==> config.mk <==
export PLATFORM = sky130hd
export DESIGN_NAME = motor_slew_limited_pwm_drive_unit
export DESIGN_NICKNAME = d
export VERILOG_FILES = /design/src/msld_pkg.sv /design/src/msld_div.sv /design/src/msld_slew.sv /design/src/motor_slew_limited_pwm_drive_unit.sv
export SDC_FILE = /design/constraint.sdc
export NUM_CORES = 1
export LEC_CHECK = 0
export BUFFER_PORTS_ARGS = -buffer_cell sky130_fd_sc_hd__buf_2
export CAP_MARGIN = 20
export CORE_MARGIN = 1.5
export CORE_UTILIZATION = 44
export CTS_BUF_LIST = sky130_fd_sc_hd__clkbuf_4 sky130_fd_sc_hd__clkbuf_8
export DETAILED_ROUTE_END_ITERATION = 10
export PLACE_DENSITY = 0.67
export SLEW_MARGIN = 5
export SYNTH_ARGS = -nofsm -noshare
export SYNTH_HDL_FRONTEND = slang
export SYNTH_SLANG_ARGS = --single-unit
==> constraint.sdc <==
create_clock -name clk -period 8.7 [get_ports clk]
set_input_delay 0.87 -clock clk [delete_from_list [all_inputs] [get_ports clk]]
set_output_delay 0.87 -clock clk [all_outputs]
set_load 0.03 [all_outputs]
==> src/msld_pkg.sv <==
package msld_pkg;

  localparam int TGT_W = 8;
  localparam int MV_W = 15;
  localparam int STEP_W = 8;
  localparam int LVL_W = 12;
  localparam int CMP_W = 11;
  localparam int QUO_W = 11;
  localparam int DVD_W = QUO_W + MV_W;
  localparam int CNT_W = $clog2(QUO_W + 1);

  localparam logic [STEP_W-1:0] SLEW_RESET = 8'd20;
  localparam logic [MV_W-1:0] VLIMIT_RESET = 15'd7400;

  typedef enum logic [0:0] {
    CFG_SLEW_STEP = 1'b0,
    CFG_VOLTAGE_LIMIT = 1'b1
  } cfg_idx_t;

  typedef enum logic [2:0] {
    ST_IDLE,
    ST_MUL,
    ST_START,
    ST_DIV,
    ST_SLEW,
    ST_DONE
  } state_t;

  typedef struct packed {
    logic signed [TGT_W-1:0] left_target;
    logic signed [TGT_W-1:0] right_target;
    logic [MV_W-1:0] supply_mv;
  } in_item_t;

  typedef struct packed {
    logic signed [LVL_W-1:0] left_drive;
    logic signed [LVL_W-1:0] right_drive;
    logic [CMP_W-1:0] left_fwd_compare;
    logic [CMP_W-1:0] left_rev_compare;
    logic [CMP_W-1:0] right_fwd_compare;
    logic [CMP_W-1:0] right_rev_compare;
  } out_item_t;

endpackage

==> src/msld_div.sv <==
module msld_div
  import msld_pkg::*;
(
  input  logic clk,
  input  logic rst_n,
  input  logic start,
  input  logic [DVD_W-1:0] dividend,
  input  logic [MV_W-1:0] divisor,
  output logic done,
  output logic [QUO_W-1:0] quotient
);

  logic [MV_W-1:0] rem_r;
  logic [QUO_W-1:0] quo_r;
  logic [CNT_W-1:0] cnt_r;
  logic busy_r;
  logic done_r;
  logic [MV_W:0] trial;
  logic [MV_W:0] diff;
  logic ge;

  assign trial = {rem_r, quo_r[QUO_W-1]};
  assign ge = trial >= {1'b0, divisor};
  assign diff = trial - {1'b0, divisor};

  always_ff @(posedge clk) begin
    if (!rst_n) begin
      busy_r <= 1'b0;
      done_r <= 1'b0;
      cnt_r <= '0;
    end else begin
      done_r <= 1'b0;
      if (start) begin
        busy_r <= 1'b1;
        cnt_r <= CNT_W'(QUO_W);
      end else if (busy_r) begin
        cnt_r <= cnt_r - 1'b1;
        if (cnt_r == CNT_W'(1)) begin
          busy_r <= 1'b0;
          done_r <= 1'b1;
        end
      end
    end
  end

  always_ff @(posedge clk) begin
    if (start) begin
      rem_r <= dividend[DVD_W-1:QUO_W];
      quo_r <= dividend[QUO_W-1:0];
    end else if (busy_r) begin
      rem_r <= ge ? diff[MV_W-1:0] : trial[MV_W-1:0];
      quo_r <= {quo_r[QUO_W-2:0], ge};
    end
  end

  assign done = done_r;
  assign quotient = quo_r;

endmodule

==> src/msld_slew.sv <==
module msld_slew
  import msld_pkg::*;
(
  input  logic signed [LVL_W-1:0] level,
  input  logic signed [LVL_W-1:0] goal,
  input  logic [STEP_W-1:0] step,
  output logic signed [LVL_W-1:0] level_nxt
);

  logic signed [LVL_W:0] lvl_ext;
  logic signed [LVL_W:0] goal_ext;
  logic signed [LVL_W:0] step_ext;
  logic signed [LVL_W:0] hi;
  logic signed [LVL_W:0] lo;
  logic signed [LVL_W:0] sel;

  assign lvl_ext = {level[LVL_W-1], level};
  assign goal_ext = {goal[LVL_W-1], goal};
  assign step_ext = signed'({{(LVL_W + 1 - STEP_W){1'b0}}, step});
  assign hi = lvl_ext + step_ext;
  assign lo = lvl_ext - step_ext;

  always_comb begin
    priority if (goal_ext > hi) begin
      sel = hi;
    end else if (goal_ext < lo) begin
      sel = lo;
    end else begin
      sel = goal_ext;
    end
  end

  assign level_nxt = sel[LVL_W-1:0];

endmodule

==> src/motor_slew_limited_pwm_drive_unit.sv <==
// Slew-limited two-motor PWM drive.
//
// The input channel (in_valid, in_ready, in_data) takes one control tick item
// with signed left and right speed targets and the supply voltage in mV. The
// result channel (out_valid, out_ready, out_data) returns one item per tick
// with the new drive levels and the four H-bridge compare values.
// The configuration port writes the slew step (index 0) or the voltage limit
// (index 1) at any edge with cfg_we high.
// The two sides are handled one after the other through a single multiplier
// and a restoring divider that produces one quotient bit per cycle. A side
// above the voltage limit passes through the multiply, start, divide and
// slew steps; a side at or below it skips the divide. in_ready returns in
// the same cycle that the result becomes valid on the output.
// The block takes no new item until the result is loaded into the output
// register, so a new item can be accepted while a result still waits.
// When the receiver stalls, the finished result is held in the sequencer until
// the output register is free, which adds the stall to the item's cycles.
// Reset clears both drive levels to zero, restores the register defaults and
// empties the output register.
module motor_slew_limited_pwm_drive_unit
  import msld_pkg::*;
(
  input  logic clk,
  input  logic rst_n,
  input  logic in_valid,
  output logic in_ready,
  input  in_item_t in_data,
  output logic out_valid,
  input  logic out_ready,
  output out_item_t out_data,
  input  logic cfg_we,
  input  cfg_idx_t cfg_index,
  input  logic [MV_W-1:0] cfg_wdata
);

  state_t st_r, st_nxt;
  logic side_r;
  logic signed [TGT_W-1:0] lt_r, rt_r;
  logic [MV_W-1:0] mv_r;
  logic [DVD_W-1:0] prod_r;
  logic neg_r;
  logic scale_r;
  logic signed [LVL_W-1:0] goal_r;
  logic signed [LVL_W-1:0] left_lvl_r, right_lvl_r;
  logic [STEP_W-1:0] slew_r;
  logic [MV_W-1:0] vlim_r;
  out_item_t out_r;
  logic out_valid_r;

  logic signed [TGT_W-1:0] tgt;
  logic signed [LVL_W-1:0] tgt_ext;
  logic signed [LVL_W-1:0] goal_raw;
  logic signed [LVL_W-1:0] goal_neg;
  logic [QUO_W-1:0] mag;
  logic signed [LVL_W-1:0] cur_lvl;
  logic signed [LVL_W-1:0] new_lvl;
  logic div_start;
  logic div_done;
  logic [QUO_W-1:0] quo;
  logic signed [LVL_W-1:0] quo_ext;
  logic load_out;
  logic signed [LVL_W-1:0] left_neg, right_neg;

  assign tgt = side_r ? rt_r : lt_r;
  assign tgt_ext = LVL_W'(tgt);
  assign goal_raw = (tgt_ext <<< 3) + (tgt_ext <<< 1);
  assign goal_neg = -goal_raw;
  assign mag = goal_raw[LVL_W-1] ? goal_neg[QUO_W-1:0] : goal_raw[QUO_W-1:0];
  assign cur_lvl = side_r ? right_lvl_r : left_lvl_r;
  assign quo_ext = signed'({1'b0, quo});

  msld_div u_div (
    .clk(clk),
    .rst_n(rst_n),
    .start(div_start),
    .dividend(prod_r),
    .divisor(mv_r),
    .done(div_done),
    .quotient(quo)
  );

  msld_slew u_slew (
    .level(cur_lvl),
    .goal(goal_r),
    .step(slew_r),
    .level_nxt(new_lvl)
  );

  always_comb begin
    st_nxt = st_r;
    div_start = 1'b0;
    load_out = 1'b0;
    unique case (st_r)
      ST_IDLE: begin
        if (in_valid) begin
          st_nxt = ST_MUL;
        end
      end
      ST_MUL: begin
        st_nxt = ST_START;
      end
      ST_START: begin
        if (scale_r) begin
          div_start = 1'b1;
          st_nxt = ST_DIV;
        end else begin
          st_nxt = ST_SLEW;
        end
      end
      ST_DIV: begin
        if (div_done) begin
          st_nxt = ST_SLEW;
        end
      end
      ST_SLEW: begin
        st_nxt = side_r ? ST_DONE : ST_MUL;
      end
      ST_DONE: begin
        if (!out_valid_r || out_ready) begin
          load_out = 1'b1;
          st_nxt = ST_IDLE;
        end
      end
      default: begin
        st_nxt = ST_IDLE;
      end
    endcase
  end

  always_ff @(posedge clk) begin
    if (!rst_n) begin
      st_r <= ST_IDLE;
    end else begin
      st_r <= st_nxt;
    end
  end

  always_ff @(posedge clk) begin
    if (!rst_n) begin
      side_r <= 1'b0;
      left_lvl_r <= '0;
      right_lvl_r <= '0;
      slew_r <= SLEW_RESET;
      vlim_r <= VLIMIT_RESET;
      out_valid_r <= 1'b0;
    end else begin
      if (cfg_we) begin
        unique case (cfg_index)
          CFG_SLEW_STEP: slew_r <= cfg_wdata[STEP_W-1:0];
          CFG_VOLTAGE_LIMIT: vlim_r <= cfg_wdata;
          default: ;
        endcase
      end
      if (st_r == ST_IDLE && in_valid) begin
        side_r <= 1'b0;
      end else if (st_r == ST_SLEW) begin
        side_r <= ~side_r;
        if (side_r) begin
          right_lvl_r <= new_lvl;
        end else begin
          left_lvl_r <= new_lvl;
        end
      end
      if (load_out) begin
        out_valid_r <= 1'b1;
      end else if (out_ready) begin
        out_valid_r <= 1'b0;
      end
    end
  end

  assign left_neg = -left_lvl_r;
  assign right_neg = -right_lvl_r;

  always_ff @(posedge clk) begin
    if (st_r == ST_IDLE && in_valid) begin
      lt_r <= in_data.left_target;
      rt_r <= in_data.right_target;
      mv_r <= in_data.supply_mv;
    end
    if (st_r == ST_MUL) begin
      prod_r <= DVD_W'(mag) * DVD_W'(vlim_r);
      neg_r <= goal_raw[LVL_W-1];
      scale_r <= vlim_r < mv_r;
      goal_r <= goal_raw;
    end
    if (st_r == ST_DIV && div_done) begin
      goal_r <= neg_r ? -quo_ext : quo_ext;
    end
    if (load_out) begin
      out_r.left_drive <= left_lvl_r;
      out_r.right_drive <= right_lvl_r;
      if (left_lvl_r > 0) begin
        out_r.left_fwd_compare <= left_lvl_r[CMP_W-1:0];
        out_r.left_rev_compare <= '0;
      end else begin
        out_r.left_fwd_compare <= '0;
        out_r.left_rev_compare <= left_neg[CMP_W-1:0];
      end
      if (right_lvl_r > 0) begin
        out_r.right_fwd_compare <= right_lvl_r[CMP_W-1:0];
        out_r.right_rev_compare <= '0;
      end else begin
        out_r.right_fwd_compare <= '0;
        out_r.right_rev_compare <= right_neg[CMP_W-1:0];
      end
    end
  end

  assign in_ready = (st_r == ST_IDLE);
  assign out_valid = out_valid_r;
  assign out_data = out_r;

  a_level_range: assert property (@(posedge clk) disable iff (!rst_n)
    (left_lvl_r >= -12'sd1280) && (left_lvl_r <= 12'sd1270) &&
    (right_lvl_r >= -12'sd1280) && (right_lvl_r <= 12'sd1270))
    else $error("drive level left its range");

  a_div_done_state: assert property (@(posedge clk) disable iff (!rst_n)
    div_done |-> (st_r == ST_DIV))
    else $error("divider finished outside the divide step");

  a_busy_after_accept: assert property (@(posedge clk) disable iff (!rst_n)
    (in_valid && in_ready) |=> !in_ready)
    else $error("item accepted while the previous one is still in work");

  a_load_when_free: assert property (@(posedge clk) disable iff (!rst_n)
    load_out |-> (!out_valid_r || out_ready))
    else $error("result overwritten before it was taken");

endmodule
==> results.ini <==
[routing]
antenna_left=0
wl_per_cell_um=17.18
vias_per_cell=5.292
vias=12630
drt-initial-drc-count=660
drt-pass1-iter-count=5
drc_errors=0
drt_wl_total_um=40980

[floorplan]
rows=71
io_pins=122
coreArea_um2=37930
start_util_pct=44.91
die_area_um2=39910
die_y_um=199.8
die_w_um=199.8

[clock_tree]
clock_path_buffers=3
cts_tree=built
post-cts-setup-buffers=0
clkTransAtPathRegs_ps=60
cts_hold_buf=0
cts.sinks=222
htree_levels=2
numCtsBuffers=40
cts_root_buffer=clkbuf_8
cts_resized=0
clk_latency_ps=560

[logic_synthesis]
yosys.area.top_type=edfxtp_1
synth_area_per_cell_um2=9.830
yosysWarnings=0
yosys_register_bits=222
synth_nets=2046
ys_types=75
yosys.area.top_type_share_pct=28.91
ys_top_cells_by_area=edfxtp_1 (29%), fa_1 (13%), ha_1 (11%)
ys_seq_area_share_pct=35.73
ys.flop_type=edfxtp_1
synthArstFlopShare_pct=0
synthCells=1733
synth_edf_count=164
synth_area_um2=17040

[global_routing]
grt_use_total_pct=21.20
grt_pass1_vias=12900
grt_max_degree=69
grt_pass1_wl_um=66910
antenna_found_initial=1
overflow=0

[setup_path]
crit_end=prod_r[25]
critical_path.most_common_cell=fa_1
worst-path-max-fanout=5
cp.required_ps=8990
rr_worst_depth=25
crit_family=adder cells
worst-path-buf-inv=1
rr_startpoint=side_r
r2r_slack_ps=520
worst-path-stages=25
slowest_stage=fa_1
arrival_ps=8470
start_kind=flip-flop
startpoint=side_r
cp-end-kind=flip-flop
reg2reg_to=prod_r[25]
crit_type=flip-flop to flip-flop
slowest_delay_ps=550

[finish]
seqCellArea_um2=6087
layout_commonest_cell=nand2_1
nFillCells=3519
antenna_cells=0
mostFrequentLayoutCells=nand2_1 (224), inv_1 (194), edfxtp_1 (164)
area_growth_pct=11.45
multi_input_area_um2=9942
nets=2158
drive_gt1_share_pct=13.17

[min_path]
hp-class=input pin to flip-flop
hold_depth=1

[sta]
fin_tns_setup_ps=0
max-slew-margin-rel_pct=28.13
period_needed_ps=8185
rsz0062_at_grt=no
finalSetupViolations=0
tightest_slew_ps=1076
maxSlewViolCount=0
hold_viol_final=0
skew_ps=42.52
fin_crit_sh_pct=94.08
max_freq_ghz=0.1222

[placement]
dpl.hpwl_um=31720
globalplace.congestion=0.8549
io_buffers=121

[status]
outcome=finished clean

[flow_run]
cap_violations=0

==> through the flow <==
step	instances	worst slack, ps	utilization, %	area, um^2	hold slack (ps)
global placement	2313	549.1	47.89	18170	460.3
CTS	2385	337.1	50.03	18980	453.4
detailed placement	2313	383.6	47.89	18170	475.5
floorplan	1733	256.2	-	17040	406.4
finish	2386	515.2	50.05	18990	486.0
global route	2386	60.27	50.05	18990	455.8
==> synthesized netlist by cell type (all sizes together) (27+ instances only) <==
master and instances:
nand2 224, inv 194, edfxtp 164, ha 154, fa 107, nor2 91
and2 68, clkbuf 65, nor2b 64, a21oi 61, o21ai 59, dfxtp 58
xnor2 57, nand3 28, xor2 27
==> area by class of cell <==
type	count	area share (%)
clock buffer	59	3.684
clock inverter	13	0.5865
inverter	194	3.836
multi-input combinational	1243	52.37
sequential	222	32.06
tap	511	3.368
timing repair buffer	144	4.099
==> cell families after synthesis <==
kind of cell / synth area share (%)
buf+inv: 6.015
simple gates: 16.58
mux: 1.939
fa+ha+maj: 23.89
flops: 35.73
xor+xnor: 4.363
compound gates: 11.49
==> flip-flops by register name, summed over array words and instances (netlist names) <==
signal	flops
u_div.rem_r	15
right_lvl_r	12
goal_r	12
st_r	3
u_div.cnt_r	4
vlim_r	15
neg_r	1
lt_r	8
u_div.quotient	11
slew_r	8
rt_r	8
out_data	68
scale_r	1
u_div.done	1
u_div.busy_r	1
mv_r	15
left_lvl_r	12
prod_r	25
side_r	1
out_valid	1
==> how the worst min path moves through the flow <==
stage               slack [ps]            to           start
CTS                        450       rt_r[5]     in_data[20]
global placement           460  out_data[57]   left_lvl_r[1]
detailed placement         480  out_data[57]   left_lvl_r[1]
finish                     490       rt_r[4]     in_data[19]
global route               460       rt_r[4]     in_data[19]
floorplan                  410  out_data[46]  right_lvl_r[2]
==> worst register-to-register path: cells and delay by family (launching register included) <==
family / cells / cell delay [ps]
buf+inv: 1 / 50
xor+xnor: 2 / 310
fa+ha+maj: 8 / 3760
compound gates: 8 / 2040
simple gates: 5 / 960
mux: 1 / 380
flops: 1 / 430
==> metal layers <==
layer	vias to the layer above	GRT usage (%)	wire [um]
li1	6119	-	-
met4	2	5.542	707
met5	-	0	17
met2	268	37.19	20160
met1	6186	27.53	18390
met3	52	2.839	1715
Power is left out: the tool's default activity adds up to more than one toggle a clock period on the data nets, which glitch-free logic cannot reach.
